File: src/rtl/gaic_pkg.sv
// shared types and constants of the gyro angle integrator
package gaic_pkg;

   localparam int SAMPLE_W   = 16;
   localparam int SUM_W      = 24;
   localparam int LEN_W      = 8;
   localparam int ANGLE_W    = 32;
   localparam int TOTAL_W    = 24;
   localparam int DIV_W      = 25;
   localparam int DSR_W      = 8;
   localparam int CMDQ_DEPTH = 2;
   localparam int CSR_IDX_W  = 2;
   localparam int CSR_DATA_W = 30;

   localparam logic [1:0] MODE_SAMPLE = 2'd0;
   localparam logic [1:0] MODE_START  = 2'd1;
   localparam logic [1:0] MODE_ABORT  = 2'd2;

   localparam logic [1:0] OP_SAMPLE = 2'd0;
   localparam logic [1:0] OP_START  = 2'd1;
   localparam logic [1:0] OP_ABORT  = 2'd2;
   localparam logic [1:0] OP_NONE   = 2'd3;

   localparam logic [CSR_IDX_W-1:0] CSR_HALF_TURN   = 2'd0;
   localparam logic [CSR_IDX_W-1:0] CSR_STAB_LIMIT  = 2'd1;
   localparam logic [CSR_IDX_W-1:0] CSR_CAL_COUNT   = 2'd2;

   localparam logic [29:0] HALF_TURN_RST  = 30'd147456;
   localparam logic [15:0] STAB_LIMIT_RST = 16'd125;
   localparam logic [7:0]  CAL_COUNT_RST  = 8'd250;

   localparam logic signed [SAMPLE_W-1:0] CAL_HIGH_RST = -16'sd32768;
   localparam logic signed [SAMPLE_W-1:0] CAL_LOW_RST  = 16'sd32767;

   typedef struct packed {
      logic [1:0]                 mode;
      logic signed [SAMPLE_W-1:0] sample;
      logic                       last_of_batch;
   } req_type;

   typedef struct packed {
      logic signed [30:0]         angle;
      logic signed [SAMPLE_W-1:0] rate;
      logic                       new_data;
      logic                       calibrating;
      logic                       calibration_done;
      logic signed [SAMPLE_W-1:0] zero_offset;
   } rsp_type;

   typedef struct packed {
      logic [29:0] half_turn;
      logic [15:0] stability_limit;
      logic [7:0]  calibration_count;
   } cfg_type;

   typedef struct packed {
      logic [1:0]                 op;
      logic signed [SAMPLE_W-1:0] sample;
      logic                       last;
   } cmd_type;

   typedef struct packed {
      logic             start;
      logic [DIV_W-1:0] dividend;
      logic [DSR_W-1:0] divisor;
   } div_req_type;

   typedef struct packed {
      logic             done;
      logic [DIV_W-1:0] quot;
   } div_rsp_type;

endpackage

File: src/rtl/gyro_angle_integrator_with_calibration_top.sv
// top level of the gyro angle integrator with zero offset calibration
// Each beat on req_ gives exactly one result beat on rsp_. A beat that ends
// no batch passes from the command queue through the emit state into the
// result register; a beat that ends a batch first waits for the 25-step
// serial divider that forms the batch mean, and a batch end that finishes
// calibration then waits for the same divider again, since it then forms the
// rounded offset. A two-entry command queue takes new beats while
// the back end works, and the result register holds one finished beat until
// it is popped. Registers on csr_ are written whenever csr_valid is high
// (csr_ready stays high) and are meant to change only while no beat is in flight.
module gyro_angle_integrator_with_calibration_top #(
   parameter int MAX_BATCH = 63
) (
   input  logic                                      clock,
   input  logic                                      reset,
   input  logic                                      req_push,
   input  gaic_pkg::req_type                         req_data,
   output logic                                      req_full,
   output logic                                      rsp_empty,
   input  logic                                      rsp_pop,
   output gaic_pkg::rsp_type                         rsp_data,
   input  logic                                      csr_valid,
   output logic                                      csr_ready,
   input  logic [gaic_pkg::CSR_IDX_W-1:0]            csr_index,
   input  logic [gaic_pkg::CSR_DATA_W-1:0]           csr_wdata
);

   gaic_pkg::cfg_type     cfg_ff;
   logic                  cmd_valid;
   gaic_pkg::cmd_type     cmd;
   logic                  cmd_pop;
   gaic_pkg::div_req_type div_req;
   gaic_pkg::div_rsp_type div_rsp;

   assign csr_ready = 1'b1;

   always_ff @(posedge clock) begin
      if (reset) begin
         cfg_ff.half_turn         <= gaic_pkg::HALF_TURN_RST;
         cfg_ff.stability_limit   <= gaic_pkg::STAB_LIMIT_RST;
         cfg_ff.calibration_count <= gaic_pkg::CAL_COUNT_RST;
      end else if (csr_valid && csr_ready) begin
         unique case (csr_index)
            gaic_pkg::CSR_HALF_TURN:  cfg_ff.half_turn         <= csr_wdata[29:0];
            gaic_pkg::CSR_STAB_LIMIT: cfg_ff.stability_limit   <= csr_wdata[15:0];
            gaic_pkg::CSR_CAL_COUNT:  cfg_ff.calibration_count <= csr_wdata[7:0];
            default: begin
            end
         endcase
      end
   end

   gaic_front u_front (
      .clock     (clock),
      .reset     (reset),
      .req_push  (req_push),
      .req_data  (req_data),
      .req_full  (req_full),
      .cmd_valid (cmd_valid),
      .cmd       (cmd),
      .cmd_pop   (cmd_pop)
   );

   gaic_div u_div (
      .clock   (clock),
      .reset   (reset),
      .div_req (div_req),
      .div_rsp (div_rsp)
   );

   gaic_back #(
      .MAX_BATCH (MAX_BATCH)
   ) u_back (
      .clock     (clock),
      .reset     (reset),
      .cfg       (cfg_ff),
      .cmd_valid (cmd_valid),
      .cmd       (cmd),
      .cmd_pop   (cmd_pop),
      .div_req   (div_req),
      .div_rsp   (div_rsp),
      .rsp_empty (rsp_empty),
      .rsp_pop   (rsp_pop),
      .rsp_data  (rsp_data)
   );

endmodule

File: src/rtl/gaic_front.sv
// front end: accepts beats, classifies the mode and queues commands
module gaic_front (
   input  logic                clock,
   input  logic                reset,
   input  logic                req_push,
   input  gaic_pkg::req_type   req_data,
   output logic                req_full,
   output logic                cmd_valid,
   output gaic_pkg::cmd_type   cmd,
   input  logic                cmd_pop
);

   localparam int PTR_W = $clog2(gaic_pkg::CMDQ_DEPTH);
   localparam int CNT_W = $clog2(gaic_pkg::CMDQ_DEPTH + 1);

   gaic_pkg::cmd_type q_ff [gaic_pkg::CMDQ_DEPTH];
   logic [PTR_W-1:0] wr_ptr_ff, wr_ptr_in;
   logic [PTR_W-1:0] rd_ptr_ff, rd_ptr_in;
   logic [CNT_W-1:0] cnt_ff, cnt_in;
   gaic_pkg::cmd_type new_cmd;
   logic              do_push;
   logic              do_pop;

   always_comb begin
      new_cmd.sample = req_data.sample;
      new_cmd.last   = req_data.last_of_batch;
      unique case (req_data.mode)
         gaic_pkg::MODE_SAMPLE: new_cmd.op = gaic_pkg::OP_SAMPLE;
         gaic_pkg::MODE_START:  new_cmd.op = gaic_pkg::OP_START;
         gaic_pkg::MODE_ABORT:  new_cmd.op = gaic_pkg::OP_ABORT;
         default:               new_cmd.op = gaic_pkg::OP_NONE;
      endcase
   end

   assign req_full  = (cnt_ff == CNT_W'(gaic_pkg::CMDQ_DEPTH));
   assign cmd_valid = (cnt_ff != '0);
   assign cmd       = q_ff[rd_ptr_ff];
   assign do_push   = req_push && !req_full;
   assign do_pop    = cmd_pop && cmd_valid;

   always_comb begin
      wr_ptr_in = wr_ptr_ff;
      rd_ptr_in = rd_ptr_ff;
      cnt_in    = cnt_ff;
      if (do_push) begin
         wr_ptr_in = (wr_ptr_ff == PTR_W'(gaic_pkg::CMDQ_DEPTH - 1)) ? '0 : wr_ptr_ff + 1'b1;
      end
      if (do_pop) begin
         rd_ptr_in = (rd_ptr_ff == PTR_W'(gaic_pkg::CMDQ_DEPTH - 1)) ? '0 : rd_ptr_ff + 1'b1;
      end
      if (do_push && !do_pop) begin
         cnt_in = cnt_ff + 1'b1;
      end else if (do_pop && !do_push) begin
         cnt_in = cnt_ff - 1'b1;
      end
   end

   always_ff @(posedge clock) begin
      if (reset) begin
         wr_ptr_ff <= '0;
         rd_ptr_ff <= '0;
         cnt_ff    <= '0;
      end else begin
         wr_ptr_ff <= wr_ptr_in;
         rd_ptr_ff <= rd_ptr_in;
         cnt_ff    <= cnt_in;
      end
   end

   always_ff @(posedge clock) begin
      if (do_push) begin
         q_ff[wr_ptr_ff] <= new_cmd;
      end
   end

endmodule

File: src/rtl/gaic_div.sv
// serial restoring divider, one quotient bit per cycle
module gaic_div (
   input  logic                  clock,
   input  logic                  reset,
   input  gaic_pkg::div_req_type div_req,
   output gaic_pkg::div_rsp_type div_rsp
);

   localparam int DW    = gaic_pkg::DIV_W;
   localparam int SW    = gaic_pkg::DSR_W;
   localparam int CNT_W = $clog2(DW);

   logic             busy_ff;
   logic             done_ff;
   logic [CNT_W-1:0] cnt_ff;
   logic [SW-1:0]    rem_ff, rem_in;
   logic [DW-1:0]    quo_ff, quo_in;
   logic [SW-1:0]    dsr_ff;
   logic [SW:0]      shifted;
   logic [SW:0]      diff;

   always_comb begin
      shifted = {rem_ff, quo_ff[DW-1]};
      diff    = shifted - {1'b0, dsr_ff};
      if (shifted >= {1'b0, dsr_ff}) begin
         rem_in = diff[SW-1:0];
         quo_in = {quo_ff[DW-2:0], 1'b1};
      end else begin
         rem_in = shifted[SW-1:0];
         quo_in = {quo_ff[DW-2:0], 1'b0};
      end
   end

   assign div_rsp.done = done_ff;
   assign div_rsp.quot = quo_ff;

   always_ff @(posedge clock) begin
      if (reset) begin
         busy_ff <= 1'b0;
         done_ff <= 1'b0;
         cnt_ff  <= '0;
      end else begin
         done_ff <= 1'b0;
         if (div_req.start) begin
            busy_ff <= 1'b1;
            cnt_ff  <= '0;
         end else if (busy_ff) begin
            cnt_ff <= cnt_ff + 1'b1;
            if (cnt_ff == CNT_W'(DW - 1)) begin
               busy_ff <= 1'b0;
               done_ff <= 1'b1;
            end
         end
      end
   end

   always_ff @(posedge clock) begin
      if (div_req.start) begin
         rem_ff <= '0;
         quo_ff <= div_req.dividend;
         dsr_ff <= div_req.divisor;
      end else if (busy_ff) begin
         rem_ff <= rem_in;
         quo_ff <= quo_in;
      end
   end

endmodule

File: src/rtl/gaic_back.sv
// back end: batch sums, angle wrap, calibration and result register
module gaic_back #(
   parameter int MAX_BATCH = 63
) (
   input  logic                  clock,
   input  logic                  reset,
   input  gaic_pkg::cfg_type     cfg,
   input  logic                  cmd_valid,
   input  gaic_pkg::cmd_type     cmd,
   output logic                  cmd_pop,
   output gaic_pkg::div_req_type div_req,
   input  gaic_pkg::div_rsp_type div_rsp,
   output logic                  rsp_empty,
   input  logic                  rsp_pop,
   output gaic_pkg::rsp_type     rsp_data
);

   localparam int SW = gaic_pkg::SAMPLE_W;
   localparam int BW = gaic_pkg::SUM_W;
   localparam int LW = gaic_pkg::LEN_W;
   localparam int AW = gaic_pkg::ANGLE_W;
   localparam int TW = gaic_pkg::TOTAL_W;
   localparam int DW = gaic_pkg::DIV_W;
   localparam int XW = AW + 2;

   localparam logic [1:0] ST_IDLE = 2'd0;
   localparam logic [1:0] ST_RATE = 2'd1;
   localparam logic [1:0] ST_OFS  = 2'd2;
   localparam logic [1:0] ST_EMIT = 2'd3;

   logic [1:0]           state_ff, state_in;
   logic signed [SW-1:0] offset_ff, offset_in;
   logic signed [AW-1:0] angle_ff, angle_in;
   logic signed [BW-1:0] sum_ff, sum_in;
   logic [LW-1:0]        len_ff, len_in;
   logic signed [SW-1:0] mean_ff, mean_in;
   logic                 cal_active_ff, cal_active_in;
   logic [7:0]           seen_ff, seen_in;
   logic signed [SW-1:0] high_ff, high_in;
   logic signed [SW-1:0] low_ff, low_in;
   logic signed [TW-1:0] total_ff, total_in;
   logic                 neg_ff, neg_in;
   logic                 done_pend_ff, done_pend_in;
   logic                 new_data_ff, new_data_in;
   logic                 done_ff, done_in;
   logic                 out_valid_ff, out_valid_in;
   gaic_pkg::rsp_type    out_ff;
   logic                 out_load;

   logic signed [SW-1:0] corr;
   logic signed [BW-1:0] sum_new;
   logic [LW-1:0]        len_new;
   logic [BW-1:0]        sum_mag;
   logic signed [XW-1:0] acc_x;
   logic signed [XW-1:0] ht_x;
   logic signed [XW-1:0] ht2_x;
   logic signed [XW-1:0] wrap_x;
   logic signed [SW-1:0] hi_new;
   logic signed [SW-1:0] lo_new;
   logic signed [SW:0]   spread;
   logic [7:0]           seen_new;
   logic [7:0]           cnt;
   logic signed [DW-1:0] ofs_num;
   logic [DW-1:0]        ofs_mag;
   logic [SW-1:0]        q_lo;
   logic signed [SW-1:0] q_signed;

   always_comb begin
      corr    = cmd.sample - offset_ff;
      sum_new = sum_ff + BW'(corr);
      len_new = len_ff + 1'b1;
      sum_mag = sum_new[BW-1] ? BW'(-sum_new) : sum_new;
      acc_x   = XW'(angle_ff) + XW'(sum_new);
      ht_x    = $signed(XW'(cfg.half_turn));
      ht2_x   = $signed(XW'({cfg.half_turn, 1'b0}));
      if (acc_x >= ht_x) begin
         wrap_x = acc_x - ht2_x;
      end else if (acc_x < -ht_x) begin
         wrap_x = acc_x + ht2_x;
      end else begin
         wrap_x = acc_x;
      end
      hi_new   = (corr > high_ff) ? corr : high_ff;
      lo_new   = (corr < low_ff) ? corr : low_ff;
      spread   = (SW+1)'(hi_new) - (SW+1)'(lo_new);
      seen_new = seen_ff + 1'b1;
      cnt      = (cfg.calibration_count == '0) ? 8'd1 : cfg.calibration_count;
      ofs_num  = DW'(total_ff) + $signed(DW'(cnt[7:1]));
      ofs_mag  = ofs_num[DW-1] ? DW'(-ofs_num) : ofs_num;
      q_lo     = div_rsp.quot[SW-1:0];
      q_signed = neg_ff ? $signed(-q_lo) : $signed(q_lo);
   end

   always_comb begin
      state_in      = state_ff;
      offset_in     = offset_ff;
      angle_in      = angle_ff;
      sum_in        = sum_ff;
      len_in        = len_ff;
      mean_in       = mean_ff;
      cal_active_in = cal_active_ff;
      seen_in       = seen_ff;
      high_in       = high_ff;
      low_in        = low_ff;
      total_in      = total_ff;
      neg_in        = neg_ff;
      done_pend_in  = done_pend_ff;
      new_data_in   = new_data_ff;
      done_in       = done_ff;
      cmd_pop       = 1'b0;
      out_load      = 1'b0;
      div_req.start    = 1'b0;
      div_req.dividend = DW'(sum_mag);
      div_req.divisor  = len_new;

      unique case (state_ff)
         ST_IDLE: begin
            if (cmd_valid) begin
               cmd_pop      = 1'b1;
               new_data_in  = 1'b0;
               done_in      = 1'b0;
               done_pend_in = 1'b0;
               state_in     = ST_EMIT;
               unique case (cmd.op)
                  gaic_pkg::OP_START: begin
                     offset_in     = '0;
                     cal_active_in = 1'b1;
                     seen_in       = '0;
                     high_in       = gaic_pkg::CAL_HIGH_RST;
                     low_in        = gaic_pkg::CAL_LOW_RST;
                     total_in      = '0;
                     sum_in        = '0;
                     len_in        = '0;
                  end
                  gaic_pkg::OP_ABORT: begin
                     sum_in = '0;
                     len_in = '0;
                  end
                  gaic_pkg::OP_SAMPLE: begin
                     if (cmd.last || len_new >= LW'(MAX_BATCH)) begin
                        angle_in      = wrap_x[AW-1:0];
                        sum_in        = '0;
                        len_in        = '0;
                        new_data_in   = 1'b1;
                        neg_in        = sum_new[BW-1];
                        div_req.start = 1'b1;
                        state_in      = ST_RATE;
                        if (cal_active_ff) begin
                           if (spread > $signed((SW+1)'(cfg.stability_limit))) begin
                              seen_in  = '0;
                              high_in  = gaic_pkg::CAL_HIGH_RST;
                              low_in   = gaic_pkg::CAL_LOW_RST;
                              total_in = '0;
                           end else begin
                              total_in = total_ff + TW'(corr);
                              if (seen_new >= cnt) begin
                                 angle_in      = '0;
                                 cal_active_in = 1'b0;
                                 done_in       = 1'b1;
                                 done_pend_in  = 1'b1;
                                 seen_in       = '0;
                                 high_in       = gaic_pkg::CAL_HIGH_RST;
                                 low_in        = gaic_pkg::CAL_LOW_RST;
                              end else begin
                                 seen_in = seen_new;
                                 high_in = hi_new;
                                 low_in  = lo_new;
                              end
                           end
                        end
                     end else begin
                        sum_in = sum_new;
                        len_in = len_new;
                     end
                  end
                  default: begin
                  end
               endcase
            end
         end
         ST_RATE: begin
            if (div_rsp.done) begin
               mean_in = q_signed;
               if (done_pend_ff) begin
                  div_req.start    = 1'b1;
                  div_req.dividend = ofs_mag;
                  div_req.divisor  = cnt;
                  neg_in           = ofs_num[DW-1];
                  total_in         = '0;
                  state_in         = ST_OFS;
               end else begin
                  state_in = ST_EMIT;
               end
            end
         end
         ST_OFS: begin
            if (div_rsp.done) begin
               offset_in = q_signed;
               state_in  = ST_EMIT;
            end
         end
         ST_EMIT: begin
            if (!out_valid_ff) begin
               out_load = 1'b1;
               state_in = ST_IDLE;
            end
         end
         default: begin
            state_in = ST_IDLE;
         end
      endcase

      out_valid_in = out_valid_ff;
      if (out_load) begin
         out_valid_in = 1'b1;
      end else if (rsp_pop) begin
         out_valid_in = 1'b0;
      end
   end

   assign rsp_empty = !out_valid_ff;
   assign rsp_data  = out_ff;

   always_ff @(posedge clock) begin
      if (reset) begin
         state_ff      <= ST_IDLE;
         offset_ff     <= '0;
         angle_ff      <= '0;
         sum_ff        <= '0;
         len_ff        <= '0;
         mean_ff       <= '0;
         cal_active_ff <= 1'b0;
         seen_ff       <= '0;
         high_ff       <= gaic_pkg::CAL_HIGH_RST;
         low_ff        <= gaic_pkg::CAL_LOW_RST;
         total_ff      <= '0;
         neg_ff        <= 1'b0;
         done_pend_ff  <= 1'b0;
         new_data_ff   <= 1'b0;
         done_ff       <= 1'b0;
         out_valid_ff  <= 1'b0;
      end else begin
         state_ff      <= state_in;
         offset_ff     <= offset_in;
         angle_ff      <= angle_in;
         sum_ff        <= sum_in;
         len_ff        <= len_in;
         mean_ff       <= mean_in;
         cal_active_ff <= cal_active_in;
         seen_ff       <= seen_in;
         high_ff       <= high_in;
         low_ff        <= low_in;
         total_ff      <= total_in;
         neg_ff        <= neg_in;
         done_pend_ff  <= done_pend_in;
         new_data_ff   <= new_data_in;
         done_ff       <= done_in;
         out_valid_ff  <= out_valid_in;
      end
   end

   always_ff @(posedge clock) begin
      if (out_load) begin
         out_ff.angle            <= angle_ff[30:0];
         out_ff.rate             <= mean_ff;
         out_ff.new_data         <= new_data_ff;
         out_ff.calibrating      <= cal_active_ff;
         out_ff.calibration_done <= done_ff;
         out_ff.zero_offset      <= offset_ff;
      end
   end

endmodule

File: config.mk
export PLATFORM = sky130hd
export DESIGN_NAME = gyro_angle_integrator_with_calibration_top
export DESIGN_NICKNAME = d
export VERILOG_FILES = /design/src/rtl/gaic_pkg.sv /design/src/rtl/gyro_angle_integrator_with_calibration_top.sv /design/src/rtl/gaic_front.sv /design/src/rtl/gaic_div.sv /design/src/rtl/gaic_back.sv
export SDC_FILE = /design/constraint.sdc
export NUM_CORES = 1
export LEC_CHECK = 0
export BUFFER_PORTS_ARGS = -buffer_cell sky130_fd_sc_hd__buf_2
export CAP_MARGIN = 40
export CORE_MARGIN = 4
export CORE_UTILIZATION = 57
export CTS_BUF_LIST = sky130_fd_sc_hd__clkbuf_4 sky130_fd_sc_hd__clkbuf_8
export CTS_CLUSTER_SIZE = 30
export DETAILED_ROUTE_END_ITERATION = 7
export HOLD_SLACK_MARGIN = 0.06
export PLACE_DENSITY = 0.83
export SYNTH_ARGS = -nofsm -noshare
export SYNTH_HDL_FRONTEND = slang
export SYNTH_SLANG_ARGS = --single-unit
File: constraint.sdc
create_clock -name clock -period 11.4 [get_ports clock]
set_clock_uncertainty 0.1 [all_clocks]
set_input_delay 0.57 -clock clock [delete_from_list [all_inputs] [get_ports clock]]
set_output_delay 0.57 -clock clock [all_outputs]
set_load 0.03 [all_outputs]
# Word-level counts from Yosys, hierarchy flattened
# Memory sizes are Yosys's and may differ from the RTL's. A register that Yosys moved wholly into a read port is not among the register bits.
# Index checks and enable logic that the tools add are counted.
# totals
ff_bits	339
mem_bits_rw	38
output_inout_bits	69
wordCells	221
mem_count	1
# op_classes
add_sub_neg	20
order_cmp	8
n_eq_ne	24
muxes	96
n_bitwise	1
n_reduce_logical	38
# memory_table
memory	depth	width	rd	rd_ports_with_merged_regs	wr	line_no	source
u_front.q_ff	2	19	1	1	1	gaic_front.sv:16	gaic_pkg::cmd_type q_ff [gaic_pkg::CMDQ_DEPTH];
# op_table
operator	count
2-to-1 mux 16 bit	14
2-to-1 mux 24 bit	8
2-to-1 mux 32 bit	5
one-hot mux 24 bit (2 select lines)	3
one-hot mux 16 bit (2 select lines)	3
2-to-1 mux 25 bit	3
2-to-1 mux 34 bit	2
2-to-1 mux 8 bit	7
adder 24 x 16 -> 24 bit	2
2-to-1 mux 1 bit	35
less-than comparator 33 x 34 -> 1 bit	1
negator 30 -> 34 bit	1
adder 32 x 24 -> 33 bit	1
>= comparator 33 x 31 -> 1 bit	1
2-to-1 mux 33 bit	1
adder 32 bit	1
one-hot mux 8 bit (2 select lines)	2
subtractor 32 bit	1
adder 24 x 8 -> 25 bit	1
negator 25 bit	1
negator 24 bit	1
> comparator 17 bit	1
subtractor 16 x 16 -> 17 bit	1
adder 8 x 1 -> 8 bit, second input constant	2
other kinds (38)	89

# Longest topological paths before layout
# depth
depth_word	11
ltp_mapped	51
mapped_depth_nobuf	47

# Cells and area by module
# A second synthesis with hierarchy kept.
# hier_totals
cells_unflattened	3361
hier_area_um2	29399.4
# modules_own_cells
module	instances	cells_per_inst	area_each_um2
gaic_back	1	2865	23143.4
gaic_div	1	187	2351.0
gyro_angle_integrator_with_calibration_top	1	223	2309.7
gaic_front	1	86	1595.3

# Worst setup path after synthesis
# OpenSTA, ideal clock, no wires.
# synth_timing
path_kind	reg-to-reg
startpoint	reg (tool-made name)
endpoint	reg u_back.low_ff[10]
setup_ns	0.123
t_arrival_ns	10.621
required_time_ns	11.177
slack_ns	0.556
path_stages_with_launch	43
n_path_buf	4
period_less_slack_ns	10.844
cell_sequence	dfxtp_1 > clkbuf_1 > buf_1 > mux2_2 > ha_1 > a21oi_1 > a2111oi_0 > o31ai_1 > o21bai_1 > a21oi_1 > xnor2_1 > ha_1 > nand4_1 > nor2_1 > nand2_1 > a21oi_1 > a211o_1 > mux2i_1 > (+7 left out) > a21boi_0 > o21ai_0 > a21boi_0 > o2111ai_1 > mux2i_1 > a2111o_1 > ha_1 > nand4_1 > nor4_1 > a2111oi_0 > o21ai_0 > a21oi_1 > o31ai_1 > nand2_1 > nor4_1 > clkbuf_1 > a22oi_1 > or2_2
# synth_lines
item	line_no	source
end signal, assigned	gaic_back.sv:235	low_ff <= gaic_pkg::CAL_LOW_RST;
end signal, assigned	gaic_back.sv:252	low_ff <= low_in;
end, declared	gaic_back.sv:40	logic signed [SW-1:0] low_ff, low_in;

==> results.md <==
| Stage | Item | This run |
| --- | --- | --- |
| sta | Count of endpoints failing setup in the final report | 0 |
| detailed routing | Via total after detailed routing | 25.9k |
| clocking | Number of sinks handled by clock tree synthesis | 378 |
| synthesis | Sequential fraction of the synthesis area | 31.5% |
| detailed routing | Number of nets with antenna violations after detailed routing | 0 |
| sta | Period utilisation layout | 92.7% |
| setup path | Endpoint class of the critical path | register |
| floorplan | I/O pin cnt | 125 |
| grt | Vias in the first global route | 24.6k |
| sta | Worst rel slew slack | 37.2% |
| setup path | Endpoint arrival time on the critical path | 11.00 ns |
| clocking | CTS H-Tree Depth | 3 |
| grt | Maximum number of pins on one net before global-route repair | 70 |
| floorplan | Die Wd | 231 µm |
| final layout | Layout net count | 3868 |
| setup path | Worst path required time | 11.84 ns |
| sta | Least-Margin Pin Slew | 0.941 ns |
| outcome | Status | finished, final reports clean |
| clocking | Post-CTS Setup Repair Bufs | 0 |
| min path | Hold path endpoint | cfg_ff[31] |
| setup path | End of the worst register-to-register path | u_back.low_ff[6] |
| synthesis | Number of synthesized register bits | 378 |
| synthesis | Count of different cell masters after synthesis | 80 |
| setup path | Cell with the biggest individual delay on the critical path | dfxtp_1 |
| clocking | Clock latency on the worst-skew pair | 0.67 ns |
| sta | Highest achievable clock rate | 94.6 MHz |
| sta | TNS Setup | 0 ns |
| detailed routing | Detail-routed net length per standard cell | 19.3 µm |
| floorplan | DIE HEIGHT | 231 µm |
| clocking | Number of buffers on the longest clock path | 3 |
| sta | Time the worst path needs with I/O delays and setup | 10.57 ns |
| setup path | Worst Setup Path Type | reg2reg |
| sta | Setup repair after global routing missed its margin | no |
| grt | Global-route wire length before repair | 129000 µm |
| synthesis | Post-synth EDFFs | 137 |
| placement | I/O Buffers | 123 |
| final layout | Filler cell count | 3991 |
| synthesis | Cell types occupying the most area after synthesis | dfxtp_1 (17%), edfxtp_1 (14%), ha_1 (14%) |
| synthesis | Mapped cell area | 28400 µm² |
| min path | Launch point of the worst hold path | csr_wdata[7] |
| synthesis | Dominant register cell in the synthesized netlist | dfxtp_1 |
| sta | Final count of hold timing violations | 0 |
| synthesis | Syn Nets | 3706 |
| detailed routing | Number of detailed-route iterations in the first pass | 7 |
| grt | GRT Util Overall | 29.7% |
| setup path | Register-to-Register Path Depth | 43 |
| floorplan | Number of cell rows | 81 |
| floorplan | Area enclosed by the die boundary | 53400 µm² |
| final layout | Share of final-layout standard cells stronger than drive strength 1 | 11.3% |
| min path | Cell depth of the worst min-delay path | 3 |
| detailed routing | Starting DRT DRC Count | 2596 |
| sta | Number of pins exceeding their max-slew limit in the final report | 0 |
| synthesis | Average cell area after synthesis | 8.55 µm² |
| setup path | Most frequent cell on the critical path | o21ai_0 |
| setup path | Setup slack of the worst register-to-register path | 0.83 ns |
| synthesis | Yosys Warn Count | 0 |
| placement | Global placement routability congestion | 0.990 |
| synthesis | Synth async-reset ratio | 0% |
| synthesis | Fraction of post-synthesis cell area in the top cell type by area | 17.0% |
| detailed routing | Via-to-Cell Ratio | 6.15 |
| grt | Total gr overflow | 0 |
| clocking | Clock Pin Slew Worst Setup and Hold Paths | 0.06 ns |
| synthesis | Number of instances in the synthesized netlist | 3321 |
| clocking | Library cell used as clock root buffer | clkbuf_8 |
| detailed routing | Detailed-route DRC error count | 0 |
| final layout | Area grow syn2layout | 12.7% |
| setup path | Type of origin of the critical path | register |
| placement | DP Wirelength | 60600 µm |
| grt | Number of antenna violations at the first check in global routing | 3 |
| clocking | CTS Buf Count | 68 |
| synthesis | Synth area leader | dfxtp_1 |
| detailed routing | WL final | 81200 µm |
| setup path | Delay of the slowest cell on the worst path | 0.54 ns |
| floorplan | Core footprint | 49100 µm² |
| setup path | Maximum fanout encountered on the critical timing path | 21 |
| min path | Hold Path Class | in2reg |
| clocking | CTS tree | yes |
| floorplan | Starting Density | 57.9% |
| job | Number of max-cap violations | 0 |
[kinds of logic after synthesis]
family | count (synthesis) | synth area share (%)
AOI/OAI and AO/OA | 939 | 21.6
xor gates and xnor gates | 249 | 7.73
adders and majority gates | 329 | 14.7
buffers and inverters | 357 | 4.80
DFF | 378 | 31.5
muxes | 80 | 2.97
other | 1 | 0.0132
and+or+nand+nor | 988 | 16.6
[cell usage after synthesis, types with 83 or more instances]
| cell type | number |
|---|---|
| nor2_1 | 315 |
| a22oi_1 | 111 |
| inv_1 | 212 |
| clkbuf_1 | 127 |
| a21oi_1 | 250 |
| o21ai_0 | 166 |
| edfxtp_1 | 137 |
| xnor2_1 | 165 |
| nand2_1 | 252 |
| ha_1 | 320 |
| xor2_1 | 83 |
| dfxtp_1 | 241 |
[state kept, by name, summed over array words and instances (netlist names), 24 cells and up, named ones only]
name,count
u_div.quo_ff,25
u_back.angle_ff,32
cfg_ff,54
u_back.rsp_data,66
u_front.q_ff,38
u_back.sum_ff,24
u_back.total_ff,24
[placed cells by master (no fill, tap or decap), types with 122 or more instances in the layout]
cell      Yosys  layout
a21oi_1     250     250
buf_2         4     122
dfxtp_1     241     241
edfxtp_1    137     137
ha_1        320     320
inv_1       212     212
nand2_1     252     251
nor2_1      315     314
o21ai_0     166     164
xnor2_1     165     164
[per-layer routing]
layer  global-route usage (%)  part of all wire (%)  vias to the layer above
met5                        0                 0.032                        -
met4                     12.6                   4.2                        4
met3                     5.40                   9.6                      215
met2                     45.9                    44                     1170
met1                     41.0                    43                    12100
li1                         -                     -                    12400
[layout make-up]
type	count	area, µm²	area share [%]
multi-input cells	2586	18200	56.8
flip-flops and latches	378	8940	27.9
repair buffers	236	1690	5.28
clock buffers	105	1330	4.16
well taps	664	831	2.60
inverters	213	800	2.50
clock inverters	21	240	0.751
diodes	1	2.50	0.00782
[worst max path at each step]
stage	endpoint	start	cells past startpoint	slack, ns
3_3_place_gp	u_back.angle_ff[28]	register	37	1.10
2_1_floorplan	u_back.low_ff[10]	register	42	0.56
4_1_cts	u_back.low_ff[6]	register	43	0.71
6_report	u_back.low_ff[6]	register	43	0.83
3_5_place_dp	u_back.low_ff[6]	register	43	0.88
5_1_grt	u_back.low_ff[1]	register	43	0.02
[critical path, delay by kind of cell (launching register included)]
kind                       cells  cell delay (ns)
AOI/OAI and AO/OA             22             4.51
and+or+nand+nor                8             1.61
adders and majority gates      4             1.30
buffers and inverters          4             1.20
muxes                          4             0.94
DFF                            1             0.54
xor gates and xnor gates       1             0.24
[through the flow]
step / utilization (%) / std cells / hold slack, ns / instance area, µm² / setup slack, ns
2_1_floorplan: - / 3321 / 0.308 / 28400 / 0.556
3_3_place_gp: 60.7 / 4018 / 0.314 / 29800 / 1.10
3_5_place_dp: 61.0 / 4031 / 0.317 / 29900 / 0.883
4_1_cts: 65.2 / 4203 / 0.0634 / 32000 / 0.712
5_1_grt: 65.2 / 4204 / 0.100 / 32000 / 0.0154
6_report: 65.2 / 4204 / 0.109 / 32000 / 0.834
[timing repair]
item,CTS,global route
endpoints found under the setup margin,0,82
hold endpoints to repair,78,0
resized for setup,0,6
hold buffers,46,0
Power is not shown: default switching activity piles up to over one toggle a cycle in this logic, so the estimate is an artifact.
